[src/sv/sha256_stream_hasher_unit_assert.svh]
// Assertion macros for the hasher
`ifndef SHA256_STREAM_HASHER_UNIT_ASSERT_SVH
`define SHA256_STREAM_HASHER_UNIT_ASSERT_SVH
// implication, checked on every edge outside reset
`define SHA_ASSERT_IMP(label, ante, cons) \
    label: assert property (@(posedge clk) disable iff (!rst_n) (ante) |-> (cons)) \
        else $error("sha256 check failed");
// implication to the next cycle
`define SHA_ASSERT_NEXT(label, ante, cons) \
    label: assert property (@(posedge clk) disable iff (!rst_n) (ante) |=> (cons)) \
        else $error("sha256 check failed");
`endif

[src/sv/sha_pkg.sv]
// ----------------------------------------------------------------------------
// sha_pkg
// Shared types, constants and functions of the SHA-256 hasher.
// ----------------------------------------------------------------------------
package sha_pkg;

    typedef enum logic [2:0] {
        ST_IDLE,
        ST_MARK,
        ST_PAD,
        ST_ROUND,
        ST_ADD,
        ST_OUT
    } state_t;

    typedef struct packed {
        logic       wr_byte;    // shift in_byte into the block, count length
        logic       wr_pad;     // shift pad byte into the block
        logic [1:0] pad_sel;    // 0: zero, 1: 0x80, 2: length byte
        logic       init_vars;
        logic       round;
        logic       add_chain;
        logic       restart;
        logic       out_inc;
    } cmd_t;

    typedef struct packed {
        logic       full;       // fill pointer is 63
        logic [5:0] ptr;
        logic [5:0] round_cnt;
        logic [2:0] out_idx;
    } status_t;

    localparam logic [1:0] PAD_ZERO = 2'd0;
    localparam logic [1:0] PAD_MARK = 2'd1;
    localparam logic [1:0] PAD_LEN  = 2'd2;

    localparam logic [255:0] H_INIT = {
        32'h6a09e667, 32'hbb67ae85, 32'h3c6ef372, 32'ha54ff53a,
        32'h510e527f, 32'h9b05688c, 32'h1f83d9ab, 32'h5be0cd19};

    function automatic logic [31:0] round_k(input logic [5:0] t);
        logic [31:0] k;
        unique case (t)
            6'd0: k = 32'h428a2f98; 6'd1: k = 32'h71374491;
            6'd2: k = 32'hb5c0fbcf; 6'd3: k = 32'he9b5dba5;
            6'd4: k = 32'h3956c25b; 6'd5: k = 32'h59f111f1;
            6'd6: k = 32'h923f82a4; 6'd7: k = 32'hab1c5ed5;
            6'd8: k = 32'hd807aa98; 6'd9: k = 32'h12835b01;
            6'd10: k = 32'h243185be; 6'd11: k = 32'h550c7dc3;
            6'd12: k = 32'h72be5d74; 6'd13: k = 32'h80deb1fe;
            6'd14: k = 32'h9bdc06a7; 6'd15: k = 32'hc19bf174;
            6'd16: k = 32'he49b69c1; 6'd17: k = 32'hefbe4786;
            6'd18: k = 32'h0fc19dc6; 6'd19: k = 32'h240ca1cc;
            6'd20: k = 32'h2de92c6f; 6'd21: k = 32'h4a7484aa;
            6'd22: k = 32'h5cb0a9dc; 6'd23: k = 32'h76f988da;
            6'd24: k = 32'h983e5152; 6'd25: k = 32'ha831c66d;
            6'd26: k = 32'hb00327c8; 6'd27: k = 32'hbf597fc7;
            6'd28: k = 32'hc6e00bf3; 6'd29: k = 32'hd5a79147;
            6'd30: k = 32'h06ca6351; 6'd31: k = 32'h14292967;
            6'd32: k = 32'h27b70a85; 6'd33: k = 32'h2e1b2138;
            6'd34: k = 32'h4d2c6dfc; 6'd35: k = 32'h53380d13;
            6'd36: k = 32'h650a7354; 6'd37: k = 32'h766a0abb;
            6'd38: k = 32'h81c2c92e; 6'd39: k = 32'h92722c85;
            6'd40: k = 32'ha2bfe8a1; 6'd41: k = 32'ha81a664b;
            6'd42: k = 32'hc24b8b70; 6'd43: k = 32'hc76c51a3;
            6'd44: k = 32'hd192e819; 6'd45: k = 32'hd6990624;
            6'd46: k = 32'hf40e3585; 6'd47: k = 32'h106aa070;
            6'd48: k = 32'h19a4c116; 6'd49: k = 32'h1e376c08;
            6'd50: k = 32'h2748774c; 6'd51: k = 32'h34b0bcb5;
            6'd52: k = 32'h391c0cb3; 6'd53: k = 32'h4ed8aa4a;
            6'd54: k = 32'h5b9cca4f; 6'd55: k = 32'h682e6ff3;
            6'd56: k = 32'h748f82ee; 6'd57: k = 32'h78a5636f;
            6'd58: k = 32'h84c87814; 6'd59: k = 32'h8cc70208;
            6'd60: k = 32'h90befffa; 6'd61: k = 32'ha4506ceb;
            6'd62: k = 32'hbef9a3f7; default: k = 32'hc67178f2;
        endcase
        return k;
    endfunction

endpackage

[src/sv/sha_datapath.sv]
// ----------------------------------------------------------------------------
// sha_datapath
// Block buffer, message schedule, round unit and chaining value.
// ----------------------------------------------------------------------------
module sha_datapath
(
    input  logic             clk,
    input  logic             rst_n,
    input  logic [7:0]       in_byte,
    input  sha_pkg::cmd_t    cmd,
    output sha_pkg::status_t status,
    output logic [31:0]      digest_out
);
    import sha_pkg::*;

    logic [5:0]   ptr_reg;
    logic [5:0]   rnd_reg;
    logic [2:0]   out_reg;
    logic [63:0]  bits_reg;
    logic [255:0] h_reg;
    logic [31:0]  v_reg [0:7];
    logic [31:0]  w_reg [0:15];
    logic [7:0]   pad_byte;
    logic [7:0]   sh_byte;
    logic [63:0]  len_sh;
    logic [31:0]  w_new, w_cur, t1, t2, s0, s1, e0, e1, x2, x15;

    // length bytes go out most significant first at pointer 56..63
    assign len_sh = bits_reg >> {~ptr_reg[2:0], 3'b000};
    always_comb
    begin
        case (cmd.pad_sel)
            PAD_MARK: pad_byte = 8'h80;
            PAD_LEN:  pad_byte = len_sh[7:0];
            default:  pad_byte = 8'h00;
        endcase
    end
    assign sh_byte = cmd.wr_byte ? in_byte : pad_byte;

    assign x2  = w_reg[14];
    assign x15 = w_reg[1];
    assign s1 = {x2[16:0], x2[31:17]} ^ {x2[18:0], x2[31:19]} ^ (x2 >> 10);
    assign s0 = {x15[6:0], x15[31:7]} ^ {x15[17:0], x15[31:18]} ^ (x15 >> 3);
    assign w_new = s1 + w_reg[9] + s0 + w_reg[0];
    assign w_cur = (rnd_reg < 6'd16) ? w_reg[rnd_reg[3:0]] : w_new;

    assign e1 = {v_reg[4][5:0], v_reg[4][31:6]} ^ {v_reg[4][10:0], v_reg[4][31:11]}
              ^ {v_reg[4][24:0], v_reg[4][31:25]};
    assign e0 = {v_reg[0][1:0], v_reg[0][31:2]} ^ {v_reg[0][12:0], v_reg[0][31:13]}
              ^ {v_reg[0][21:0], v_reg[0][31:22]};
    assign t1 = v_reg[7] + e1 + ((v_reg[4] & v_reg[5]) ^ (~v_reg[4] & v_reg[6]))
              + round_k(rnd_reg) + w_cur;
    assign t2 = e0 + ((v_reg[0] & v_reg[1]) ^ (v_reg[0] & v_reg[2])
              ^ (v_reg[1] & v_reg[2]));

    // block bytes shift through the schedule window, first byte ends in word 0
    always_ff @(posedge clk)
    begin
        if (cmd.wr_byte || cmd.wr_pad)
        begin
            for (int i = 0; i < 15; i++)
                w_reg[i] <= {w_reg[i][23:0], w_reg[i + 1][31:24]};
            w_reg[15] <= {w_reg[15][23:0], sh_byte};
        end
        else if (cmd.round && rnd_reg >= 6'd16)
        begin
            for (int i = 0; i < 15; i++)
                w_reg[i] <= w_reg[i + 1];
            w_reg[15] <= w_new;
        end
        if (cmd.init_vars)
            for (int i = 0; i < 8; i++)
                v_reg[i] <= h_reg[255 - 32 * i -: 32];
        else if (cmd.round)
        begin
            v_reg[7] <= v_reg[6];
            v_reg[6] <= v_reg[5];
            v_reg[5] <= v_reg[4];
            v_reg[4] <= v_reg[3] + t1;
            v_reg[3] <= v_reg[2];
            v_reg[2] <= v_reg[1];
            v_reg[1] <= v_reg[0];
            v_reg[0] <= t1 + t2;
        end
    end

    always_ff @(posedge clk or negedge rst_n)
    begin
        if (!rst_n)
        begin
            ptr_reg  <= '0;
            rnd_reg  <= '0;
            out_reg  <= '0;
            bits_reg <= '0;
            h_reg    <= H_INIT;
        end
        else
        begin
            if (cmd.wr_byte || cmd.wr_pad)
                ptr_reg <= ptr_reg + 6'd1;
            if (cmd.wr_byte)
                bits_reg <= bits_reg + 64'd8;
            if (cmd.init_vars)
                rnd_reg <= '0;
            else if (cmd.round)
                rnd_reg <= rnd_reg + 6'd1;
            if (cmd.add_chain)
                for (int i = 0; i < 8; i++)
                    h_reg[255 - 32 * i -: 32] <= h_reg[255 - 32 * i -: 32] + v_reg[i];
            if (cmd.out_inc)
                out_reg <= out_reg + 3'd1;
            if (cmd.restart)
            begin
                h_reg    <= H_INIT;
                bits_reg <= '0;
                ptr_reg  <= '0;
                out_reg  <= '0;
            end
        end
    end

    assign status.full      = (ptr_reg == 6'd63);
    assign status.ptr       = ptr_reg;
    assign status.round_cnt = rnd_reg;
    assign status.out_idx   = out_reg;
    assign digest_out = h_reg[{~out_reg, 5'b00000} +: 32];
endmodule

[src/sv/sha_ctrl.sv]
// ----------------------------------------------------------------------------
// sha_ctrl
// Sequencer: byte intake, padding, rounds and digest output.
// ----------------------------------------------------------------------------
module sha_ctrl
(
    input  logic             clk,
    input  logic             rst_n,
    input  logic             in_valid,
    input  logic             in_byte_valid,
    input  logic             in_end,
    input  logic             out_stall,
    input  sha_pkg::status_t status,
    output sha_pkg::cmd_t    cmd,
    output logic             in_stall,
    output logic             out_valid
);
    import sha_pkg::*;

    state_t state_reg, state_next;
    logic   fin_reg, fin_next;   // end pending: pad after current block
    logic   pad_reg, pad_next;   // 0x80 mark already written
    logic   lenb_reg, lenb_next; // current block carries the length

    always_ff @(posedge clk or negedge rst_n)
    begin
        if (!rst_n)
        begin
            state_reg <= ST_IDLE;
            fin_reg   <= 1'b0;
            pad_reg   <= 1'b0;
            lenb_reg  <= 1'b0;
        end
        else
        begin
            state_reg <= state_next;
            fin_reg   <= fin_next;
            pad_reg   <= pad_next;
            lenb_reg  <= lenb_next;
        end
    end

    always_comb
    begin
        state_next = state_reg;
        fin_next   = fin_reg;
        pad_next   = pad_reg;
        lenb_next  = lenb_reg;
        cmd        = '0;
        in_stall   = 1'b1;
        out_valid  = 1'b0;
        unique case (state_reg)
            ST_IDLE:
            begin
                in_stall = 1'b0;
                if (in_valid)
                begin
                    cmd.wr_byte = in_byte_valid;
                    fin_next    = in_end;
                    if (in_byte_valid && status.full)
                    begin
                        cmd.init_vars = 1'b1;
                        state_next    = ST_ROUND;
                    end
                    else if (in_end)
                        state_next = ST_MARK;
                end
            end
            ST_MARK:
            begin
                cmd.wr_pad  = 1'b1;
                cmd.pad_sel = PAD_MARK;
                pad_next    = 1'b1;
                lenb_next   = (status.ptr < 6'd56);
                if (status.full)
                begin
                    cmd.init_vars = 1'b1;
                    state_next    = ST_ROUND;
                end
                else
                    state_next = ST_PAD;
            end
            ST_PAD:
            begin
                cmd.wr_pad  = 1'b1;
                cmd.pad_sel = (lenb_reg && status.ptr >= 6'd56) ? PAD_LEN : PAD_ZERO;
                if (status.full)
                begin
                    cmd.init_vars = 1'b1;
                    state_next    = ST_ROUND;
                end
            end
            ST_ROUND:
            begin
                cmd.round = 1'b1;
                if (status.round_cnt == 6'd63)
                    state_next = ST_ADD;
            end
            ST_ADD:
            begin
                cmd.add_chain = 1'b1;
                if (!fin_reg)
                    state_next = ST_IDLE;
                else if (lenb_reg)
                    state_next = ST_OUT;
                else if (pad_reg)
                begin
                    // length goes into a fresh block
                    lenb_next  = 1'b1;
                    state_next = ST_PAD;
                end
                else
                    state_next = ST_MARK;
            end
            ST_OUT:
            begin
                out_valid = 1'b1;
                if (!out_stall)
                begin
                    cmd.out_inc = 1'b1;
                    if (status.out_idx == 3'd7)
                    begin
                        cmd.restart = 1'b1;
                        fin_next    = 1'b0;
                        pad_next    = 1'b0;
                        lenb_next   = 1'b0;
                        state_next  = ST_IDLE;
                    end
                end
            end
            default:
            begin
                state_next = ST_IDLE;
            end
        endcase
    end
endmodule

[src/sv/sha256_stream_hasher_unit.sv]
// ----------------------------------------------------------------------------
// sha256_stream_hasher_unit
// SHA-256 over a byte stream; eight digest words per message.
//
//   channel   valid      stall      words
//   in        in_valid   in_stall   data_byte, byte_valid, end_of_message
//   out       out_valid  out_stall  digest_word, word_index, last_word
//
// A byte word is taken while idle; the byte that fills a block starts the
// rounds and the chaining add, with in_stall high.
// An end word adds the 0x80 mark, pad and length bytes, rounds and add;
// with 56 or more bytes pending the length moves to a further block.
// Then the eight digest words go out, held while out_stall is high.
// Reset restores the initial hash value and clears the length and pointer.
// ----------------------------------------------------------------------------
module sha256_stream_hasher_unit
(
    input  logic        clk,
    input  logic        rst_n,
    input  logic        in_valid,
    output logic        in_stall,
    input  logic [7:0]  data_byte,
    input  logic        byte_valid,
    input  logic        end_of_message,
    output logic        out_valid,
    input  logic        out_stall,
    output logic [31:0] digest_word,
    output logic [2:0]  word_index,
    output logic        last_word
);
    import sha_pkg::*;
`include "sha256_stream_hasher_unit_assert.svh"

    cmd_t    cmd;
    status_t status;

    sha_ctrl u_ctrl
    (
        .clk           (clk),
        .rst_n         (rst_n),
        .in_valid      (in_valid),
        .in_byte_valid (byte_valid),
        .in_end        (end_of_message),
        .out_stall     (out_stall),
        .status        (status),
        .cmd           (cmd),
        .in_stall      (in_stall),
        .out_valid     (out_valid)
    );

    sha_datapath u_dp
    (
        .clk        (clk),
        .rst_n      (rst_n),
        .in_byte    (data_byte),
        .cmd        (cmd),
        .status     (status),
        .digest_out (digest_word)
    );

    assign word_index = status.out_idx;
    assign last_word  = (status.out_idx == 3'd7);

    `SHA_ASSERT_IMP(a_no_both, out_valid, in_stall)
    `SHA_ASSERT_IMP(a_round_excl, cmd.round, !cmd.wr_pad && !cmd.wr_byte)
    `SHA_ASSERT_NEXT(a_last_wrap, out_valid && !out_stall && last_word, word_index == 3'd0)
endmodule

[config.mk]
export PLATFORM = sky130hd
export DESIGN_NAME = sha256_stream_hasher_unit
export DESIGN_NICKNAME = d
export VERILOG_FILES = /design/src/sv/sha_pkg.sv /design/src/sv/sha_datapath.sv /design/src/sv/sha_ctrl.sv /design/src/sv/sha256_stream_hasher_unit.sv
export VERILOG_INCLUDE_DIRS = /design/src /design/src/sv
export SDC_FILE = /design/constraint.sdc
export NUM_CORES = 2
export LEC_CHECK = 0
export BUFFER_PORTS_ARGS = -buffer_cell sky130_fd_sc_hd__buf_2
export CORE_UTILIZATION = 55
export CTS_BUF_LIST = sky130_fd_sc_hd__clkbuf_4
export CTS_CLUSTER_SIZE = 12
export DETAILED_ROUTE_END_ITERATION = 7
export HOLD_SLACK_MARGIN = 0.08
export PLACE_DENSITY = 0.73
export SYNTH_ARGS = -nofsm -noshare
export SYNTH_HDL_FRONTEND = slang
export SYNTH_SLANG_ARGS = --single-unit
export TNS_END_PERCENT = 20
[constraint.sdc]
create_clock -name clk -period 40.1 [get_ports clk]
set_input_delay 4.01 -clock clk [delete_from_list [all_inputs] [get_ports clk]]
set_output_delay 4.01 -clock clk [all_outputs]
set_load 0.005 [all_outputs]
==> results.json <==
{
  "path_clk_slew_ns": 0.06,
  "hp-class": "flop to flop",
  "vias_per_cell": 6.29,
  "vias": 62778,
  "maxCapViolations": 0,
  "areaGrowthSynthToFinish_pct": 7.15,
  "finalHoldViolCount": 0,
  "grt_pass1_vias": 61767,
  "max_freq_mhz": 92.8,
  "worst-path-max-fanout": 65,
  "end_kind": "flop",
  "synth_seq_area_share": 0.399,
  "yosysTopAreaCellShare": 0.291,
  "largest_reg_flops": 512,
  "tns_ns": 0,
  "fillers": 11922,
  "cpPeakStageDelay_ns": 0.64,
  "arrival_ns": 11.66,
  "gp_congestion": 0.983,
  "postCtsResizedCells": 0,
  "wl_per_cell_um": 25.6,
  "grt.total_usage": 0.348,
  "core_mm2": 0.142,
  "grt_pass1_wl_mm": 385,
  "ant_nets": 0,
  "synthArstFlopShare": 0.306,
  "cp-start-kind": "flop",
  "final_core_util": 0.597,
  "dieArea_mm2": 0.146,
  "grt_overflow_total": 0,
  "start_util": 0.558,
  "cts_buffers": 327,
  "final_layout_size_suffix_gt1_frac": 0.175,
  "synth_edf_count": 768,
  "die_y_um": 382,
  "insertion_delay_ns": 1.34,
  "worstMarginPinSlew_ns": 1.41,
  "routed_wl_mm": 255,
  "drtIter0Drc": 6412,
  "first_pass_iters": 6,
  "critPathMostFrequentCell": "fa_1",
  "grt_setup_unrepaired": "false",
  "cts_root_buf": "clkbuf_4",
  "ys_top_cells_by_area": "edfxtp_1, nand2_1, mux4_2",
  "rr_startpoint": "u_dp.rnd_reg[2]$_DFFE_PN0P_",
  "clock_path_buffers": 4,
  "syn_area_mm2": 0.0793,
  "drc": 0,
  "final_max_slew_viol_count": 0,
  "setup_viol": 0,
  "synth_ff_type": "edfxtp_1",
  "antenna_found_initial": 6,
  "yosysWarnings": 0,
  "hpwl_mm": 187,
  "cts_htree_levels": 5,
  "critPathKind": "flop to flop",
  "rows": 138,
  "slowest_stage": "buf_4",
  "ios": 52,
  "crit_path_start": "u_dp.rnd_reg[2]$_DFFE_PN0P_",
  "register_area_mm2": 0.0317,
  "max-slew-margin-rel": 0.0323,
  "finalNetCount": 8454,
  "clock_sinks": 1106,
  "required_ns": 40.98,
  "port-buffer-count": 51,
  "syn_inst": 7856,
  "synth.avg_cell_area_um2": 10.1,
  "post_cts_buffers": 0,
  "status": "finished, final reports clean",
  "yosysTopAreaCell": "edfxtp_1",
  "synth_seq_cells": 1106,
  "grt_max_degree": 215,
  "ys_types": 96,
  "holdCritStartpoint": "u_dp.w_reg[13][0]$_DFFE_PP_",
  "syn-num-nets": 8462,
  "cts_tree": "built",
  "multiInputGateArea_mm2": 0.0446,
  "fin_crit_sh": 0.269,
  "finalCriticalPeriod_ns": 10.78,
  "cts-hold-fix-buffers": 0,
  "die_w_um": 382,
  "skew_ns": 0.184
}
-- layout by cell type (no fill, tap or decap), types with 337 or more instances in the layout --
| cell | netlist | routed |
|---|---|---|
| a21oi_1 | 429 | 429 |
| clkbuf_4 | 1 | 483 |
| edfxtp_1 | 768 | 768 |
| ha_1 | 397 | 397 |
| inv_1 | 360 | 360 |
| mux2_2 | 337 | 337 |
| nand2_1 | 1526 | 1525 |
| nor2_1 | 384 | 378 |
| o21ai_0 | 493 | 487 |
| xnor2_1 | 371 | 371 |
-- logic make-up (layout without fill, tap and decap cells) --
family / Yosys count / count (layout) / share of synthesized area
other: 0 / 6 / 0
DFF: 1106 / 1106 / 0.399
xor gates and xnor gates: 627 / 627 / 0.0697
and+or+nand+nor: 2489 / 2489 / 0.133
muxes: 629 / 629 / 0.123
AOI/OAI and AO/OA: 1569 / 1569 / 0.121
adders and majority gates: 611 / 611 / 0.114
buffers and inverters: 825 / 1055 / 0.0394
-- worst paths after layout --
path	slack (ns)	cells after the start	to
worst max-delay path	29.32	38	u_dp.v_reg[0][30]$_DFFE_PP_
worst min-delay path	0.47	2	u_dp.w_reg[12][0]$_DFFE_PP_
worst max register to register	29.32	38	u_dp.v_reg[0][30]$_DFFE_PP_
worst min register to register	0.47	2	u_dp.w_reg[12][0]$_DFFE_PP_
max in group asynchronous	35.02	3	u_dp.out_reg[1]$_DFFE_PN0P_
min in group asynchronous	2.77	1	u_dp.h_reg[197]$_DFFE_PN0P_
-- per-stage QoR --
step / instance area (um2) / setup slack, ns / hold WS [ns] / instances
floorplan: 79300 / 0.912 / 0.462 / 7856
global placement: 80900 / 29.43 / 0.495 / 9409
detailed placement: 80900 / 29.49 / 0.505 / 9409
CTS: 85000 / 29.37 / 0.437 / 9976
global route: 85000 / 28.56 / 0.459 / 9981
finish: 85000 / 29.32 / 0.468 / 9982
-- synth_stat cells (11+ instances only) --
master        n
edfxtp_1    768
a31oi_1      52
mux4_2      244
or2_2        14
o21bai_1     39
o31ai_1      34
ha_1        397
o21ai_0     493
a31o_2       14
o211ai_1     36
and2_1       18
nor4_1       15
a211oi_1     42
o221ai_1     12
fa_1        195
a211o_1      11
o21a_1       36
nand2b_1     63
dfrtp_1     202
nor2_1      384
xor2_1      253
dfstp_2     136
nand4_1      38
or3_1        34
mux2_2      337
buf_1        56
nand2_1    1526
nor2b_1      48
mux2i_1      48
o2111ai_1    11
a21oi_1     429
a21o_1      181
nand3_1     162
o21ai_1      35
inv_1       360
nor3_1       96
xnor2_1     371
clkbuf_1    397
maj3_1       19
and3_1       51
-- layer usage --
| metal | routed length, um | track usage | vias to the layer above |
|---|---|---|---|
| li1 | - | - | 28135 |
| met3 | 20100 | 0.0637 | 721 |
| met2 | 119000 | 0.554 | 3054 |
| met1 | 98100 | 0.440 | 30864 |
| met4 | 17600 | 0.219 | 4 |
| met5 | 24 | 0 | - |
-- critical path: cells and delay by family (launching register included) --
family | cells | cell delay (ns)
AO/OA/AOI/OAI | 13 | 2.98
AND/OR/NAND/NOR | 8 | 1.48
adder cells (fa/ha/maj) | 7 | 3.04
buffers and inverters | 7 | 1.83
XOR/XNOR | 2 | 0.45
multiplexers | 1 | 0.25
flip-flops | 1 | 0.36
-- final cells by class --
class,instances,area share
multi-input combinational,5925,0.525
sequential,1106,0.373
clock buffer,483,0.0427
tap,1890,0.0278
inverter,363,0.0160
timing repair buffer,125,0.0101
clock inverter,84,0.00537
antenna,6,0.000177
Power is not shown: default switching activity piles up to over one toggle a cycle in this logic, so the estimate is an artifact.
